File: src/rtl/rbp_pkg.sv
package rbp_pkg;

  // Fixed field widths of the ports.
  localparam int unsigned COORD_BITS = 13;
  localparam int unsigned SIZE_BITS  = 13;
  localparam int unsigned BORD_BITS  = 3;
  localparam int unsigned VALUE_BITS = 16;
  localparam int unsigned COUNT_BITS = 12;
  localparam int unsigned CFG_IDX_BITS = 2;
  localparam int unsigned CFG_DATA_BITS = 13;

  // Parameter defaults.
  localparam int unsigned DEF_MAX_INNER_WIDTH  = 4096;
  localparam int unsigned DEF_MAX_INNER_HEIGHT = 4096;
  localparam int unsigned DEF_MAX_BORDER       = 7;
  localparam int unsigned DEF_PIXEL_BITS       = 16;

  // Register reset values.
  localparam logic [SIZE_BITS-1:0] RST_INNER_WIDTH  = 13'd64;
  localparam logic [SIZE_BITS-1:0] RST_INNER_HEIGHT = 13'd64;
  localparam logic [BORD_BITS-1:0] RST_BORDER       = 3'd0;

  // Smallest inner size that the block works with.
  localparam logic [SIZE_BITS-1:0] MIN_SIZE = 13'd2;

  // Depth of the command queue between front and back.
  localparam int unsigned QUEUE_DEPTH = 2;

  // Configuration register indexes.
  typedef enum logic [CFG_IDX_BITS-1:0] {
    REG_INNER_WIDTH  = 2'd0,
    REG_INNER_HEIGHT = 2'd1,
    REG_BORDER_X     = 2'd2,
    REG_BORDER_Y     = 2'd3
  } cfg_reg_t;

  // One classified pixel: the rectangle of writes it causes.
  typedef struct packed {
    logic [COORD_BITS-1:0] x0;
    logic [COORD_BITS-1:0] x1;
    logic [COORD_BITS-1:0] y0;
    logic [COORD_BITS-1:0] y1;
    logic [VALUE_BITS-1:0] value;
    logic                  frame_end;
  } cmd_t;

  // Push side of the command queue.
  typedef struct packed {
    logic valid;
    cmd_t cmd;
  } cmd_push_t;

endpackage

File: src/rtl/rbp_front.sv
module rbp_front #(
  parameter int unsigned MAX_INNER_WIDTH  = rbp_pkg::DEF_MAX_INNER_WIDTH,
  parameter int unsigned MAX_INNER_HEIGHT = rbp_pkg::DEF_MAX_INNER_HEIGHT,
  parameter int unsigned MAX_BORDER       = rbp_pkg::DEF_MAX_BORDER,
  parameter int unsigned PIXEL_BITS       = rbp_pkg::DEF_PIXEL_BITS
) (
  input  logic                                  clk,
  input  logic                                  rst_n,
  input  logic                                  cfg_we,
  input  logic [rbp_pkg::CFG_IDX_BITS-1:0]      cfg_index,
  input  logic [rbp_pkg::CFG_DATA_BITS-1:0]     cfg_wdata,
  input  logic                                  in_valid,
  input  logic signed [rbp_pkg::VALUE_BITS-1:0] in_pixel_in,
  input  logic                                  queue_full,
  output rbp_pkg::cmd_push_t                    push
);

  localparam int unsigned SB = rbp_pkg::SIZE_BITS;
  localparam int unsigned CB = rbp_pkg::COORD_BITS;
  localparam int unsigned NB = rbp_pkg::COUNT_BITS;
  localparam int unsigned VB = rbp_pkg::VALUE_BITS;
  localparam int unsigned BB = rbp_pkg::BORD_BITS;
  localparam int unsigned SIZE_LIMIT = (1 << SB) - 1;
  localparam logic [SB-1:0] MAX_W =
    (MAX_INNER_WIDTH > SIZE_LIMIT) ? SB'(SIZE_LIMIT) : SB'(MAX_INNER_WIDTH);
  localparam logic [SB-1:0] MAX_H =
    (MAX_INNER_HEIGHT > SIZE_LIMIT) ? SB'(SIZE_LIMIT) : SB'(MAX_INNER_HEIGHT);
  localparam logic [BB-1:0] MAX_B = BB'(MAX_BORDER);

  logic [SB-1:0] inner_width_r, inner_height_r;
  logic [BB-1:0] border_x_r, border_y_r;
  logic [NB-1:0] column_count_r, column_count_nxt;
  logic [NB-1:0] row_count_r, row_count_nxt;

  logic [SB-1:0] w_eff, h_eff;
  logic [BB-1:0] bx, by;
  logic [CB-1:0] c_ext, r_ext, xc, yr;
  logic          last_col, last_row, accept;
  logic [VB-1:0] pix_mask;

  // Configuration registers are written at any enabled edge.
  always_ff @(posedge clk) begin
    if (!rst_n) begin
      inner_width_r  <= rbp_pkg::RST_INNER_WIDTH;
      inner_height_r <= rbp_pkg::RST_INNER_HEIGHT;
      border_x_r     <= rbp_pkg::RST_BORDER;
      border_y_r     <= rbp_pkg::RST_BORDER;
    end else if (cfg_we) begin
      case (rbp_pkg::cfg_reg_t'(cfg_index))
        rbp_pkg::REG_INNER_WIDTH:  inner_width_r  <= cfg_wdata;
        rbp_pkg::REG_INNER_HEIGHT: inner_height_r <= cfg_wdata;
        rbp_pkg::REG_BORDER_X:     border_x_r     <= cfg_wdata[BB-1:0];
        rbp_pkg::REG_BORDER_Y:     border_y_r     <= cfg_wdata[BB-1:0];
        default: ;
      endcase
    end
  end

  // Clamp sizes and borders into their working range.
  always_comb begin
    w_eff = inner_width_r;
    if (inner_width_r < rbp_pkg::MIN_SIZE) w_eff = rbp_pkg::MIN_SIZE;
    else if (inner_width_r > MAX_W) w_eff = MAX_W;
    h_eff = inner_height_r;
    if (inner_height_r < rbp_pkg::MIN_SIZE) h_eff = rbp_pkg::MIN_SIZE;
    else if (inner_height_r > MAX_H) h_eff = MAX_H;
    bx = (border_x_r > MAX_B) ? MAX_B : border_x_r;
    by = (border_y_r > MAX_B) ? MAX_B : border_y_r;
  end

  // Keep only the pixel bits that the source drives.
  always_comb begin
    for (int i = 0; i < VB; i++) begin
      pix_mask[i] = (i < PIXEL_BITS);
    end
  end

  // Classify the pixel and work out the rectangle of writes it covers.
  always_comb begin
    c_ext    = CB'(column_count_r);
    r_ext    = CB'(row_count_r);
    last_col = c_ext >= (w_eff - 1'b1);
    last_row = r_ext >= (h_eff - 1'b1);
    xc       = c_ext + CB'(bx);
    yr       = r_ext + CB'(by);
    push.valid         = accept;
    push.cmd.x0        = (column_count_r == '0) ? '0 : xc;
    push.cmd.x1        = last_col ? xc + CB'(bx) : xc;
    push.cmd.y0        = (row_count_r == '0) ? '0 : yr;
    push.cmd.y1        = last_row ? yr + CB'(by) : yr;
    push.cmd.value     = in_pixel_in & pix_mask;
    push.cmd.frame_end = last_col && last_row;
  end

  assign accept = in_valid && !queue_full;

  // Raster position of the next pixel.
  always_comb begin
    column_count_nxt = column_count_r;
    row_count_nxt    = row_count_r;
    if (accept) begin
      if (last_col) begin
        column_count_nxt = '0;
        row_count_nxt    = last_row ? '0 : row_count_r + 1'b1;
      end else begin
        column_count_nxt = column_count_r + 1'b1;
      end
    end
  end

  always_ff @(posedge clk) begin
    if (!rst_n) begin
      column_count_r <= '0;
      row_count_r    <= '0;
    end else begin
      column_count_r <= column_count_nxt;
      row_count_r    <= row_count_nxt;
    end
  end

endmodule

File: src/rtl/rbp_queue.sv
module rbp_queue (
  input  logic               clk,
  input  logic               rst_n,
  input  rbp_pkg::cmd_push_t push,
  input  logic               pop,
  output logic               full,
  output logic               head_valid,
  output rbp_pkg::cmd_t      head
);

  localparam int unsigned DEPTH = rbp_pkg::QUEUE_DEPTH;
  localparam int unsigned PW = (DEPTH > 1) ? $clog2(DEPTH) : 1;
  localparam int unsigned NW = $clog2(DEPTH + 1);

  rbp_pkg::cmd_t entry_r [DEPTH];
  logic [PW-1:0] wr_ptr_r, wr_ptr_nxt, rd_ptr_r, rd_ptr_nxt;
  logic [NW-1:0] count_r, count_nxt;
  logic          do_push, do_pop;

  assign full       = (count_r == NW'(DEPTH));
  assign head_valid = (count_r != '0);
  assign head       = entry_r[rd_ptr_r];
  assign do_push    = push.valid && !full;
  assign do_pop     = pop && head_valid;

  // Pointer and fill count update, wrapping at the depth.
  always_comb begin
    wr_ptr_nxt = wr_ptr_r;
    rd_ptr_nxt = rd_ptr_r;
    count_nxt  = count_r;
    if (do_push) begin
      wr_ptr_nxt = (wr_ptr_r == PW'(DEPTH - 1)) ? '0 : wr_ptr_r + 1'b1;
    end
    if (do_pop) begin
      rd_ptr_nxt = (rd_ptr_r == PW'(DEPTH - 1)) ? '0 : rd_ptr_r + 1'b1;
    end
    if (do_push && !do_pop) count_nxt = count_r + 1'b1;
    else if (do_pop && !do_push) count_nxt = count_r - 1'b1;
  end

  always_ff @(posedge clk) begin
    if (!rst_n) begin
      wr_ptr_r <= '0;
      rd_ptr_r <= '0;
      count_r  <= '0;
    end else begin
      wr_ptr_r <= wr_ptr_nxt;
      rd_ptr_r <= rd_ptr_nxt;
      count_r  <= count_nxt;
    end
  end

  // Entry storage needs no reset.
  always_ff @(posedge clk) begin
    if (do_push) begin
      entry_r[wr_ptr_r] <= push.cmd;
    end
  end

endmodule

File: src/rtl/rbp_back.sv
module rbp_back (
  input  logic                                  clk,
  input  logic                                  rst_n,
  input  logic                                  head_valid,
  input  rbp_pkg::cmd_t                         head,
  output logic                                  pop,
  output logic                                  out_valid,
  input  logic                                  out_stall,
  output logic [rbp_pkg::COORD_BITS-1:0]        out_x,
  output logic [rbp_pkg::COORD_BITS-1:0]        out_y,
  output logic signed [rbp_pkg::VALUE_BITS-1:0] out_value,
  output logic                                  out_last_of_item,
  output logic                                  out_frame_done
);

  localparam int unsigned CB = rbp_pkg::COORD_BITS;

  rbp_pkg::cmd_t cur_r, cur_nxt;
  logic          active_r, active_nxt;
  logic [CB-1:0] x_r, x_nxt, y_r, y_nxt;
  logic          out_valid_r, out_valid_nxt;
  logic [CB-1:0] out_x_r, out_y_r;
  logic [rbp_pkg::VALUE_BITS-1:0] out_value_r;
  logic          out_last_r, out_frame_r;
  logic          load, fin;

  // The output register takes a new write when empty or being drained.
  assign load = !out_valid_r || !out_stall;
  assign fin  = (x_r == cur_r.x1) && (y_r == cur_r.y1);
  assign pop  = head_valid && (!active_r || (load && fin));

  // Walk the rectangle row by row, chaining into the next command.
  always_comb begin
    cur_nxt       = cur_r;
    x_nxt         = x_r;
    y_nxt         = y_r;
    active_nxt    = active_r;
    out_valid_nxt = out_valid_r;
    if (load) begin
      out_valid_nxt = active_r;
      if (active_r) begin
        if (x_r == cur_r.x1) begin
          x_nxt = cur_r.x0;
          y_nxt = y_r + 1'b1;
        end else begin
          x_nxt = x_r + 1'b1;
        end
        if (fin) active_nxt = 1'b0;
      end
    end
    if (pop) begin
      cur_nxt    = head;
      x_nxt      = head.x0;
      y_nxt      = head.y0;
      active_nxt = 1'b1;
    end
  end

  always_ff @(posedge clk) begin
    if (!rst_n) begin
      active_r    <= 1'b0;
      out_valid_r <= 1'b0;
    end else begin
      active_r    <= active_nxt;
      out_valid_r <= out_valid_nxt;
    end
  end

  // Payload registers.
  always_ff @(posedge clk) begin
    cur_r <= cur_nxt;
    x_r   <= x_nxt;
    y_r   <= y_nxt;
    if (load && active_r) begin
      out_x_r     <= x_r;
      out_y_r     <= y_r;
      out_value_r <= cur_r.value;
      out_last_r  <= fin;
      out_frame_r <= fin && cur_r.frame_end;
    end
  end

  assign out_valid        = out_valid_r;
  assign out_x            = out_x_r;
  assign out_y            = out_y_r;
  assign out_value        = out_value_r;
  assign out_last_of_item = out_last_r;
  assign out_frame_done   = out_frame_r;

endmodule

File: src/rtl/replicate_border_pad.sv
// Edge-replicating border padding for a streamed image.
// Input channel: in_valid / in_stall with in_pixel_in, one inner pixel per
// transfer in raster order. Output channel: out_valid / out_stall with a
// write command (out_x, out_y, out_value) into the padded frame, plus
// out_last_of_item on the final write of a pixel and out_frame_done on the
// final write of the frame. Sizes and borders come through the cfg_ port
// and are to be written by the user only while the block is idle; the
// block itself does not enforce this. An interior pixel gives one write,
// an edge pixel a row or column of border copies, a corner pixel up to
// 8 x 8 writes. The back end issues one write per cycle while out_stall
// does not hold it. The first write of a pixel passes through the command
// queue, the back end's command register and the output register.
// A two-entry command queue sits between the classifying front end and
// the write generator; in_stall rises only when that queue is full.
// When out_stall is high the pending write holds and the generator waits.
// Reset clears the raster position, the queue and the output valid, and
// loads the registers with width 64, height 64 and no borders.
module replicate_border_pad #(
  parameter int unsigned MAX_INNER_WIDTH  = rbp_pkg::DEF_MAX_INNER_WIDTH,
  parameter int unsigned MAX_INNER_HEIGHT = rbp_pkg::DEF_MAX_INNER_HEIGHT,
  parameter int unsigned MAX_BORDER       = rbp_pkg::DEF_MAX_BORDER,
  parameter int unsigned PIXEL_BITS       = rbp_pkg::DEF_PIXEL_BITS
) (
  input  logic                                  clk,
  input  logic                                  rst_n,
  input  logic                                  cfg_we,
  input  logic [rbp_pkg::CFG_IDX_BITS-1:0]      cfg_index,
  input  logic [rbp_pkg::CFG_DATA_BITS-1:0]     cfg_wdata,
  input  logic                                  in_valid,
  output logic                                  in_stall,
  input  logic signed [rbp_pkg::VALUE_BITS-1:0] in_pixel_in,
  output logic                                  out_valid,
  input  logic                                  out_stall,
  output logic [rbp_pkg::COORD_BITS-1:0]        out_x,
  output logic [rbp_pkg::COORD_BITS-1:0]        out_y,
  output logic signed [rbp_pkg::VALUE_BITS-1:0] out_value,
  output logic                                  out_last_of_item,
  output logic                                  out_frame_done
);

  rbp_pkg::cmd_push_t push;
  rbp_pkg::cmd_t      head;
  logic               queue_full, head_valid, pop;

  assign in_stall = queue_full;

  // Front end: configuration, raster position and classification.
  rbp_front #(
    .MAX_INNER_WIDTH  (MAX_INNER_WIDTH),
    .MAX_INNER_HEIGHT (MAX_INNER_HEIGHT),
    .MAX_BORDER       (MAX_BORDER),
    .PIXEL_BITS       (PIXEL_BITS)
  ) u_front (
    .clk         (clk),
    .rst_n       (rst_n),
    .cfg_we      (cfg_we),
    .cfg_index   (cfg_index),
    .cfg_wdata   (cfg_wdata),
    .in_valid    (in_valid),
    .in_pixel_in (in_pixel_in),
    .queue_full  (queue_full),
    .push        (push)
  );

  // Command queue between the two halves.
  rbp_queue u_queue (
    .clk        (clk),
    .rst_n      (rst_n),
    .push       (push),
    .pop        (pop),
    .full       (queue_full),
    .head_valid (head_valid),
    .head       (head)
  );

  // Back end: write generation and output register.
  rbp_back u_back (
    .clk              (clk),
    .rst_n            (rst_n),
    .head_valid       (head_valid),
    .head             (head),
    .pop              (pop),
    .out_valid        (out_valid),
    .out_stall        (out_stall),
    .out_x            (out_x),
    .out_y            (out_y),
    .out_value        (out_value),
    .out_last_of_item (out_last_of_item),
    .out_frame_done   (out_frame_done)
  );

endmodule

File: config.mk
export PLATFORM = sky130hd
export DESIGN_NAME = replicate_border_pad
export DESIGN_NICKNAME = d
export VERILOG_FILES = /design/src/rtl/rbp_pkg.sv /design/src/rtl/rbp_front.sv /design/src/rtl/rbp_queue.sv /design/src/rtl/rbp_back.sv /design/src/rtl/replicate_border_pad.sv
export SDC_FILE = /design/constraint.sdc
export NUM_CORES = 1
export LEC_CHECK = 0
export BUFFER_PORTS_ARGS = -buffer_cell sky130_fd_sc_hd__clkbuf_2
export CORE_ASPECT_RATIO = 2
export CORE_MARGIN = 2
export CORE_UTILIZATION = 45
export DETAILED_ROUTE_END_ITERATION = 12
export PLACE_DENSITY = 0.59
export SYNTH_ARGS = -nofsm -noshare
export SYNTH_HDL_FRONTEND = slang
export SYNTH_SLANG_ARGS = --single-unit
File: constraint.sdc
create_clock -name clk -period 13.3 [get_ports clk]
set_input_delay 1.33 -clock clk [delete_from_list [all_inputs] [get_ports clk]]
set_output_delay 1.33 -clock clk [all_outputs]
set_load 0.005 [all_outputs]
==> key figures, run 1 <==
Timing
  • Slew HR: 0.287
  • Max-slew violations: 0
  • Final period util: 0.359
  • Endpoints failing setup: 0
  • Aggregate negative setup slack: 0 ns
  • Worst Skew: roughly 0.016 ns
  • Hold WS: ~0.42 ns
  • Hold Fails Final Rpt: 0
  • Slew @ Worst Pin: between 1 and 1.5 ns
  • Minimum clock period: about 4.8 ns
  • RSZ-0062 raised after global routing: no
  • Max Clock Freq: 209 MHz

Power and ir drop
  • Switching share of power: 0.286
  • Share of power burned in registers: 0.512
  • Sw power: around 0.9 mW
  • PwrDens: 186 mW/mm2
  • P_leak: between 6 and 7 nW
  • Logic pwr share: 0.213
  • Clock power share: 0.275
  • Tot Pwr: between 3 and 4 mW
  • Internal power: around 2.2 mW
  • Worst IR Drop VDD: around 0.12 mV

Floorplanning
  • Chip width: about 130 um
  • Num ports: 82
  • Die ar.: around 0.035 mm2
  • Die height: between 200 and 300 um
  • Core area: 0.0329 mm2
  • Std-Cell Rows: 94
  • Initial Util: 0.457

Global routing
  • Largest net degree at the start of global routing: 70
  • Vias in the first global route: between 9000 and 10000
  • Initial antenna violation count: 0
  • First-pass GRT wire length: approximately 49 mm
  • Grt total ovfl: 0
  • Total GRT Usage: 0.177

Place
  • GP Congestion: about 0.87
  • Buffers on Ports: 81
  • Hpwl dp: roughly 22 mm

Yosys
  • Synth cell types: 70
  • Synth Register Bits: 327
  • Synth area leader: edfxtp_1
  • Syn nets: 1285
  • Syn avg cell area: between 10 and 15 um2
  • Top cell type's share of synthesized area: 0.527
  • Mapped Area: 0.0151 mm2
  • FFs w/ async S/R, synth: 0
  • Register area share after synthesis: 0.610
  • Top post-synthesis cells by count: edfxtp_1, nand2_1, nor2_1
  • Leading post-synthesis cells by cell area: edfxtp_1, dfxtp_1, mux2_2
  • Post-Synthesis Cells: 1200
  • YS warnings: 0
  • EDFF count, synth: between 200 and 300
  • Top-count cell post-synth: edfxtp_1
  • Synth Flop Type: edfxtp_1

Cells and area
  • Final nets: approximately 1400
  • Layout area overhead: 12.0%
  • # fillers: just under 3000
  • Share of layout cells above drive strength 1: 0.166
  • N_diodes: 0

Drt
  • Routed vias: around 9000
  • Residual DRC: 0
  • Via density: 5.29
  • WL/cell: ~18 um
  • Total wire length: a little over 30 mm
  • Post-detailed-route count of antenna-violating nets: 0
  • Drt pass-1 iters: 4
  • DR iter-0 viols: ~400

Setup path
  • CP startpoint kind: register
  • CP endpoint kind: register
  • CP top delay family: simple AND/OR/NAND/NOR gates
  • Slowest library cell on the worst path: nor3_2
  • Worst path max stage delay: 0.47 ns
  • CP bufs+invs: 1
  • Critical Path Fanout Max: 29
  • Critical R2R Capture: u_queue.entry_r[0][50]
  • FF-to-FF Start: u_front.inner_width_r[5]
  • CP Data Required Time: 13.59 ns
  • Crit path DAT: 5.06 ns
  • Crit-path cells: nor4_2 > nand3b_1 > nor3_2 > nand2b_1 > nand3_1 > ha_1 > a21oi_1 > mux2_2 > a31oi_1 > ha_1 > nand4_1 > a211oi_1 > nor2_1 > a21oi_2 > buf_4 > nand2b_1 > nor4b_1 > xnor2_1
  • Worst reg2reg path depth: 18
  • Worst R2R Setup Slack: ~8.5 ns
  • Stages on the worst setup path: 18
  • Worst setup path class: reg2reg

Status
  • Status: completed

Clock tree
  • CTS H-tree lvls: 1
  • Clk_lat worst skew: roughly 0.56 ns
  • Worst-path clk slew: around 0.060 ns
  • Root Driver: clkbuf_16
  • CTS tree: yes
  • Sink Count: 327
  • # Post-CTS Setup Buffers: 0
  • Inserted Clock Buffers: 30
  • Clock tree buffer depth: 3
  • Post-CTS Hold Fix Bufs: 0
  • Resize count post-CTS: 0

Worst hold path
  • Hold Path Depth: 0
  • Hold Crit Class: reg2reg
  • Hold_sp: u_back.cur_r[1]
  • Worst Hold End: u_back.out_value[0]

Run
  • Max Cap Viol: 0
metrics by stage:
step | utilization | std cells | setup slack [ns] | area, um2
floorplan | - | 1200 | 8.28 | 15100
global placement | 0.482 | 1673 | 8.65 | 15900
detailed placement | 0.482 | 1673 | 8.49 | 15900
CTS | 0.512 | 1729 | 8.46 | 16900
global route | 0.512 | 1729 | 8.05 | 16900
finish | 0.512 | 1729 | 8.52 | 16900
logic make-up after synthesis:
| kind of cell | after synthesis | share of synthesized area |
|---|---|---|
| buffers and inverters | 89 | 0.0245 |
| AO/OA/AOI/OAI | 159 | 0.0660 |
| XOR/XNOR | 108 | 0.0628 |
| flip-flops | 327 | 0.610 |
| adder cells (fa/ha/maj) | 49 | 0.0427 |
| multiplexers | 99 | 0.0715 |
| AND/OR/NAND/NOR | 369 | 0.122 |
power by group through the flow:
stage | logic [mW] | clock network [mW] | registers (mW)
after CTS | 0.689 | 0.887 | 1.61
after global placement | 0.677 | 0 | 1.62
after detailed placement | 0.685 | 0 | 1.63
final | 0.668 | 0.863 | 1.60
after global routing | 0.745 | 0.923 | 1.64
after floorplan | 0.497 | 0 | 1.58
per-layer routing:
metal	global-route usage	share of wire	vias up
met5	0	0	-
met3	0.0210	0.029	49
met1	0.193	0.39	4410
li1	-	-	4543
met2	0.348	0.56	151
met4	0.0546	0.024	0
flip-flops by register name (all words and copies together), names as in the netlist, named ones only:
| signal | flops |
|---|---|
| u_back.active_r | 1 |
| u_back.cur_r | 56 |
| u_back.out_frame_done | 1 |
| u_back.out_last_of_item | 1 |
| u_back.out_valid | 1 |
| u_back.out_value | 16 |
| u_back.out_x | 13 |
| u_back.out_y | 13 |
| u_back.x_r | 13 |
| u_back.y_r | 13 |
| u_front.border_x_r | 3 |
| u_front.border_y_r | 3 |
| u_front.column_count_r | 12 |
| u_front.inner_height_r | 13 |
| u_front.inner_width_r | 13 |
| u_front.row_count_r | 12 |
| u_queue.count_r | 2 |
| u_queue.entry_r | 138 |
| u_queue.rd_ptr_r | 1 |
| u_queue.wr_ptr_r | 1 |
how the worst max path moves through the flow:
stage,from,to,slack [ns]
after floorplan,in_valid,u_queue.entry_r[0][0],8.28
after global placement,u_front.inner_width_r[5],u_queue.entry_r[0][50],8.65
after detailed placement,u_front.inner_width_r[5],u_queue.entry_r[0][50],8.49
after CTS,u_front.inner_width_r[5],u_queue.entry_r[0][50],8.46
after global routing,u_front.inner_width_r[5],u_queue.entry_r[0][50],8.05
final,u_front.inner_width_r[5],u_queue.entry_r[0][50],8.52
cell type report:
| class | instances | area, um2 | share of cell area |
|---|---|---|---|
| clock inverters | 14 | 156 | 0.00927 |
| repair buffers | 90 | 473 | 0.0280 |
| clock buffers | 42 | 837 | 0.0496 |
| multi-input cells | 784 | 5520 | 0.327 |
| well taps | 432 | 541 | 0.0320 |
| flip-flops and latches | 327 | 9190 | 0.545 |
| inverters | 40 | 150 | 0.00890 |
layout by cell type, fill, tap and decap left out, types with 45 or more instances in the layout:
cell      instances
ha_1             45
xnor2_1          55
xor2_1           53
nand2_1         117
nor2_1           89
mux2_2           57
a21oi_1          68
clkbuf_2         81
dfxtp_1          62
edfxtp_1        264
Note: power is estimated with default switching activity, not from simulation.
==> run 2, diff against run 1 <==
PLACE_DENSITY = 0.61   (was 0.59)
clock period = 4.1 ns   (was 13.3 ns; I/O delays follow)
==> key figures, run 2 (synthesis results as in run 1) <==
Setup path
  • CP bufs+invs: 0 (-1)
  • Slowest library cell on the worst path: or4_4
  • Critical Path Fanout Max: 6 (-79%)
  • Worst path max stage delay: 0.57 ns (+0.10 ns)
  • CP startpoint kind: register
  • CP top delay family: simple AND/OR/NAND/NOR gates
  • Worst reg2reg path depth: 15 (-3)
  • FF-to-FF Start: u_front.inner_height_r[2]
  • CP endpoint kind: register
  • CP startpoint: u_front.inner_height_r[2]
  • Crit-path cells: or4_4 > nor4_4 > nand2b_1 > nand3_2 > ha_2 > a21boi_1 > o221ai_1 > ha_1 > and4_2 > a2111oi_4 > o221ai_2 > nand2_2 > o21ai_2 > or4b_1 > o211ai_1
  • Stages on the worst setup path: 15 (-3)
  • Critical R2R Capture: u_front.row_count_r[4]
  • Critical Path Sink: u_front.row_count_r[4]
  • CP Data Required Time: 4.58 ns (-9.01 ns)
  • Worst setup path class: reg2reg
  • Worst R2R Setup Slack: 0.19 ns (-8.33 ns)
  • Crit path DAT: 4.39 ns (-0.67 ns)

Cells and area
  • Register Area: 0.00920 mm2 (about the same)
  • Finished Cell Area: 0.0175 mm2 (+3.6%)
  • Fin cells: 1770 (+2.4%)
  • N_diodes: 0 (unchanged)
  • Final nets: 1401 (+3.2%)
  • Area of the multi-input gates: 0.00564 mm2 (+2.3%)
  • # fillers: 2838 (-2.9%)
  • Layout area overhead: 16.1%
  • Largest reg by FF count: u_queue.entry_r
  • Share of layout cells above drive strength 1: 0.215 (+0.0495)
  • Max reg flops: 138 (unchanged)
  • Most frequent cells in the layout: edfxtp_1, nand2_1, nor2_1
  • Commonest non-fill, non-tap cell in the layout: edfxtp_1

Drt
  • Post-detailed-route count of antenna-violating nets: 0 (unchanged)
  • Total wire length: 31.4 mm (+2.6%)
  • DR iter-0 viols: 493 (+23%)
  • Drt pass-1 iters: 4 (unchanged)
  • Via density: 5.34 (+0.90%)
  • Routed vias: 9454 (+3.3%)
  • Residual DRC: 0 (unchanged)
  • WL/cell: 17.7 um (+0.18%)

Timing
  • Slew HR: 0.287 (-0.000664)
  • Minimum clock period: 3.91 ns (-0.866 ns)
  • Worst Skew: 0.0100 ns (-0.00646 ns)
  • Slew @ Worst Pin: 1.07 ns (+0.000997 ns)
  • Final WS setup: 0.190 ns (-8.33 ns)
  • Final period util: 0.954 (+0.595)
  • Aggregate negative setup slack: 0 ns (unchanged)
  • Max-slew violations: 0 (unchanged)
  • Hold Fails Final Rpt: 0 (unchanged)
  • Endpoints failing setup: 0 (unchanged)
  • Max Clock Freq: 256 MHz (+22%)

Floorplanning
  • Die height: 263 um (unchanged)
  • Initial Util: 0.457 (unchanged)
  • Core area: 0.0329 mm2 (unchanged)
  • Num ports: 82 (unchanged)
  • Std-Cell Rows: 94 (unchanged)
  • Chip width: 133 um (unchanged)
  • Die ar.: 0.0350 mm2 (unchanged)

Clock tree
  • Worst-path clk slew: 0.07 ns (about the same)
  • Clock tree buffer depth: 3 (unchanged)
  • Root Driver: clkbuf_16
  • Inserted Clock Buffers: 29 (-3.3%)
  • Clk_lat worst skew: 0.56 ns (about the same)
  • Sink Count: 327 (unchanged)
  • CTS H-tree lvls: 1 (unchanged)
  • Post-CTS Hold Fix Bufs: 0 (unchanged)
  • CTS tree: yes

Worst hold path
  • Hold Crit Class: in2reg
  • Hold_sp: in_pixel_in[5]

Global routing
  • Vias in the first global route: 9699 (+3.9%)
  • Largest net degree at the start of global routing: 48 (-31%)
  • First-pass GRT wire length: 49.8 mm (+0.95%)
  • Total GRT Usage: 0.178 (+0.00155)
  • Initial antenna violation count: 0 (unchanged)
  • Grt total ovfl: 0 (unchanged)

Place
  • Placed Cells: 1706 (+2.0%)
  • Setup WS pre-CTS: -0.0645 ns (-8.56 ns)
  • Buffers on Ports: 81 (unchanged)
  • Hpwl dp: 22.3 mm (+3.4%)
  • Placed Area: 0.0162 mm2 (+1.8%)
  • GP Congestion: 0.834 (-3.9%)

Run
  • Max Cap Viol: 0 (unchanged)

Power and ir drop
  • P_leak: 6.43 nW (+4.4%)
  • Tot Pwr: 10.5 mW (+230%)
  • PwrDens: 599 mW/mm2 (+220%)
  • Worst IR Drop VDD: 0.366 mV (+210%)

Status
  • Status: completed
==> run 2: changes by cell type in the layout (fill, tap and decap cells not counted), sizes merged <==
cell      delta
clkbuf      -11
clkinv       -1
clkinvlp     +3
bufinv       +5
buf         +43
inv          +2
==> run 2: final cells by class <==
type,instances,area share
clock buffer,30,0.0417
sequential,327,0.526
clock inverter,23,0.0193
inverter,40,0.00881
multi-input combinational,784,0.323
tap,432,0.0309
timing repair buffer,134,0.0501
==> run 2: metal layers <==
layer	vias to the layer above	global-route usage	wire [um]
li1	4616	-	-
met1	4567	0.186	11500
met2	187	0.347	17600
met3	84	0.0218	1010
met4	0	0.0825	1330
met5	-	0	0
==> run 2: how the worst min path moves through the flow <==
stage                                  end  slack, ns  cells past startpoint
floorplan              u_back.out_value[0]       0.40                      0
CTS                  u_queue.entry_r[1][6]       0.02                      1
global route        u_queue.entry_r[1][11]       0.03                      1
global placement      u_back.out_value[10]       0.40                      0
finish               u_queue.entry_r[1][6]       0.04                      1
detailed placement    u_back.out_value[12]       0.41                      0
==> run 2: per-stage QoR <==
| step | hold slack, ns | utilization |
|---|---|---|
| floorplan | 0.400 | - |
| global route | 0.0278 | 0.531 |
| CTS | 0.0167 | 0.523 |
| detailed placement | 0.407 | 0.491 |
| global placement | 0.401 | 0.491 |
| finish | 0.0417 | 0.531 |
==> run 2: what timing repair did <==
item,CTS,global route
setup endpoints to repair,11,55
pin swaps,0,13
cloned,0,1
buffers inserted,0,10
resized for setup,1,32
endpoints found under the hold margin,0,0
==> run 2: power by group <==
group          leakage [nW]  switching (mW)  internal, mW
clock network         0.516            1.22          1.81
logic                  2.88            1.24         0.963
registers              3.03           0.506          4.71
total                  6.43            2.97          7.49
==> run 3, diff against run 2 <==
ABC_AREA = 1   (was unset)
==> key figures, run 3 <==
Yosys
  • EDFF count, synth: 264 (unchanged)
  • Leading post-synthesis cells by cell area: edfxtp_1, nand2_1, dfxtp_1
  • Synth area leader: edfxtp_1
  • Synth Flop Type: edfxtp_1
  • Post-Synthesis Cells: 1597 (+33%)
  • FFs w/ async S/R, synth: 0 (unchanged)
  • YS warnings: 0 (unchanged)
  • Top cell type's share of synthesized area: 0.505 (-0.0218)
  • Register area share after synthesis: 0.585 (-0.0252)
  • Syn avg cell area: 9.83 um2 (-22%)
  • Synth Register Bits: 327 (unchanged)
  • Mapped Area: 0.0157 mm2 (+4.3%)
  • Top-count cell post-synth: nand2_1
  • Synth cell types: 51 (-27%)
  • Top post-synthesis cells by count: nand2_1, edfxtp_1, nor2_1
  • Syn nets: 1682 (+31%)

Clock tree
  • Inserted Clock Buffers: 29 (unchanged)
  • Clk_lat worst skew: 0.56 ns (about the same)
  • Post-CTS Hold Fix Bufs: 0 (unchanged)
  • CTS H-tree lvls: 1 (unchanged)
  • Worst-path clk slew: 0.07 ns (about the same)
  • Sink Count: 327 (unchanged)
  • Clock tree buffer depth: 3 (unchanged)
  • CTS tree: yes
  • Root Driver: clkbuf_16

Timing
  • Max Clock Freq: 273 MHz (+6.9%)
  • Worst Skew: 0.0143 ns (+0.00431 ns)
  • Minimum clock period: 3.66 ns (-0.251 ns)
  • Hold Fails Final Rpt: 0 (unchanged)
  • Aggregate negative setup slack: 0 ns (unchanged)
  • Final period util: 0.892 (-0.0613)
  • Slew @ Worst Pin: 0.978 ns (-0.0925 ns)
  • Max-slew violations: 0 (unchanged)
  • Endpoints failing setup: 0 (unchanged)
  • RSZ-0062 raised after global routing: no
  • Slew HR: 0.348 (+0.0617)

Setup path
  • CP Data Required Time: 4.40 ns (-0.18 ns)
  • CP startpoint kind: register
  • CP endpoint kind: register
  • Worst setup path class: reg2reg
  • Crit path DAT: 3.96 ns (-0.43 ns)
  • Critical Path Fanout Max: 13 (+7)
  • CP startpoint: u_front.inner_width_r[8]
  • FF-to-FF Start: u_front.inner_width_r[8]

Cells and area
  • Max reg flops: 138 (unchanged)
  • Final Util: 0.510 (-0.0206)
  • # fillers: 3192 (+12%)
  • N_diodes: 0 (unchanged)
  • Fin cells: 2142 (+21%)
  • Most frequent cells in the layout: nand2_1, edfxtp_1, nor2_1
  • Final nets: 1764 (+26%)
  • Largest reg by FF count: u_queue.entry_r
  • Layout area overhead: 11.6%
  • Share of layout cells above drive strength 1: 0.122 (-0.0930)
  • Commonest non-fill, non-tap cell in the layout: nand2_1

Power and ir drop
  • Worst IR Drop VDD: 0.365 mV (-0.37%)
  • Switching share of power: 0.306 (+0.0216)
  • Share of power burned in registers: 0.510 (+0.011)
  • Sw power: 3.10 mW (+4.2%)
  • PwrDens: 578 mW/mm2 (-3.4%)
  • Clock power share: 0.269 (-0.021)
  • Internal power: 7.03 mW (-6.1%)
  • Logic pwr share: 0.222 (+0.011)
  • P_leak: 7.30 nW (+14%)

Floorplanning
  • Core area: 0.0344 mm2 (+4.3%)
  • Initial Util: 0.457 (about the same)
  • Chip width: 136 um (+2.1%)
  • Std-Cell Rows: 96 (+2.1%)
  • Num ports: 82 (unchanged)
  • Die ar.: 0.0365 mm2 (+4.2%)
  • Die height: 268 um (+2.1%)

Global routing
  • Initial antenna violation count: 0 (unchanged)
  • Grt total ovfl: 0 (unchanged)
  • Vias in the first global route: 10600 (+9.6%)
  • Total GRT Usage: 0.180 (+0.00181)
  • Largest net degree at the start of global routing: 70 (+46%)
  • First-pass GRT wire length: 52.3 mm (+5.0%)

Drt
  • WL met3: 1.09 mm (+7.4%)
  • WL/cell: 15.1 um (-15%)
  • Total wire length: 32.3 mm (+2.8%)
  • WL met2: 18.1 mm (+2.7%)
  • DR iter-0 viols: 460 (-6.7%)
  • Post-detailed-route count of antenna-violating nets: 0 (unchanged)
  • Routed vias: 10700 (+13%)
  • Residual DRC: 0 (unchanged)
  • Drt pass-1 iters: 5 (+1)
  • Max layer used: met4
  • M1 WL: 11.9 mm (+4.3%)
  • Via density: 4.99 (-6.6%)

Place
  • GP Congestion: 0.873 (+4.7%)
  • Placed Cells: 2089 (+22%)
  • Buffers on Ports: 81 (unchanged)
  • Hpwl dp: 23.5 mm (+5.5%)

Run
  • Max Cap Viol: 0 (unchanged)

Status
  • Status: completed

Worst hold path
  • Hold Crit Class: in2reg
  • Hold_sp: in_pixel_in[13]
==> run 3: changes by cell type after synthesis, moves of 17 or more <==
| cell | previous run | this run |
|---|---|---|
| a21oi_1 | 69 | 37 |
| inv_1 | 38 | 142 |
| mux2_2 | 57 | 0 |
| mux2i_1 | 31 | 12 |
| nand2_1 | 117 | 453 |
| nand3_1 | 28 | 64 |
| nor2_1 | 90 | 160 |
| o21ai_0 | 27 | 76 |
| o21ai_1 | 3 | 20 |
| xnor2_1 | 55 | 32 |
==> run 3: kinds of logic after synthesis <==
| logic type | share of synthesized area |
|---|---|
| AOI/OAI and AO/OA | 0.0521 |
| xor gates and xnor gates | 0.0582 |
| adders and majority gates | 0.0410 |
| buffers and inverters | 0.0506 |
| DFF | 0.585 |
| muxes | 0.00765 |
| and+or+nand+nor | 0.205 |
==> run 3: critical path, stage by stage, from the launching register on <==
cell	delay, ns
dfxtp_1	0.33
nor2_1	0.10
nand2_1	0.07
nor2_1	0.18
nand2_2	0.09
nand2_4	0.12
nand3_1	0.14
ha_1	0.26
nand2_2	0.12
nor2_1	0.07
xor2_1	0.14
ha_1	0.31
nand2_1	0.08
o21bai_1	0.15
nand3_1	0.08
nor2_1	0.04
nand2_1	0.05
nand2_1	0.04
nand2_1	0.05
nand2_1	0.05
nand2_1	0.10
nand2_1	0.27
inv_2	0.29
nand2_1	0.09
xor2_1	0.17
==> run 3: final cells by class <==
class / instances / area [um2] / share of cell area
flip-flops and latches: 327 / 9190 / 0.524
multi-input cells: 1073 / 5750 / 0.328
clock buffers: 29 / 726 / 0.0414
inverters: 154 / 578 / 0.0330
well taps: 441 / 552 / 0.0315
repair buffers: 94 / 503 / 0.0287
clock inverters: 24 / 226 / 0.0129
==> run 3: per-layer routing <==
metal / vias up / global-route usage
li1: 5455 / -
met1: 4960 / 0.182
met2: 200 / 0.362
met3: 68 / 0.0213
met4: 0 / 0.0718
met5: - / 0
==> run 3: worst paths after layout <==
| check | endpoint | slack, ns | cells past startpoint |
|---|---|---|---|
| min reg2reg | u_back.out_value[14] | 0.42 | 0 |
| min | u_queue.entry_r[1][14] | 0.04 | 1 |
| max reg2reg | u_queue.entry_r[0][46] | 0.44 | 24 |
| max | u_queue.entry_r[0][46] | 0.44 | 24 |
==> run 3: timing repair <==
action	in CTS	in global routing
setup buffers	0	0
resized for setup	0	2
setup endpoints to repair	0	28
==> run 3: power groups by stage <==
stage | Combinational, mW | Clock [mW] | Sequential [mW]
3_3_place_gp | 2.24 | 0 | 5.21
6_report | 2.25 | 2.72 | 5.16
3_5_place_dp | 2.29 | 0 | 5.24
4_1_cts | 2.30 | 2.80 | 5.17
2_1_floorplan | 1.60 | 0 | 5.16
5_1_grt | 2.58 | 2.92 | 5.25
==> run 3: metrics by stage <==
stage / power [mW] / cell area, um2 / hold WS [ns] / worst slack, ns
final: 10.1 / 17500 / 0.0354 / 0.441
after global routing: 10.8 / 17500 / 0.0163 / 0.0203
after CTS: 10.3 / 17500 / 0.00968 / 0.358
after detailed placement: 7.54 / 16600 / 0.407 / 0.382
after global placement: 7.45 / 16600 / 0.401 / 0.467
after floorplan: 6.75 / 15700 / 0.400 / 0.113
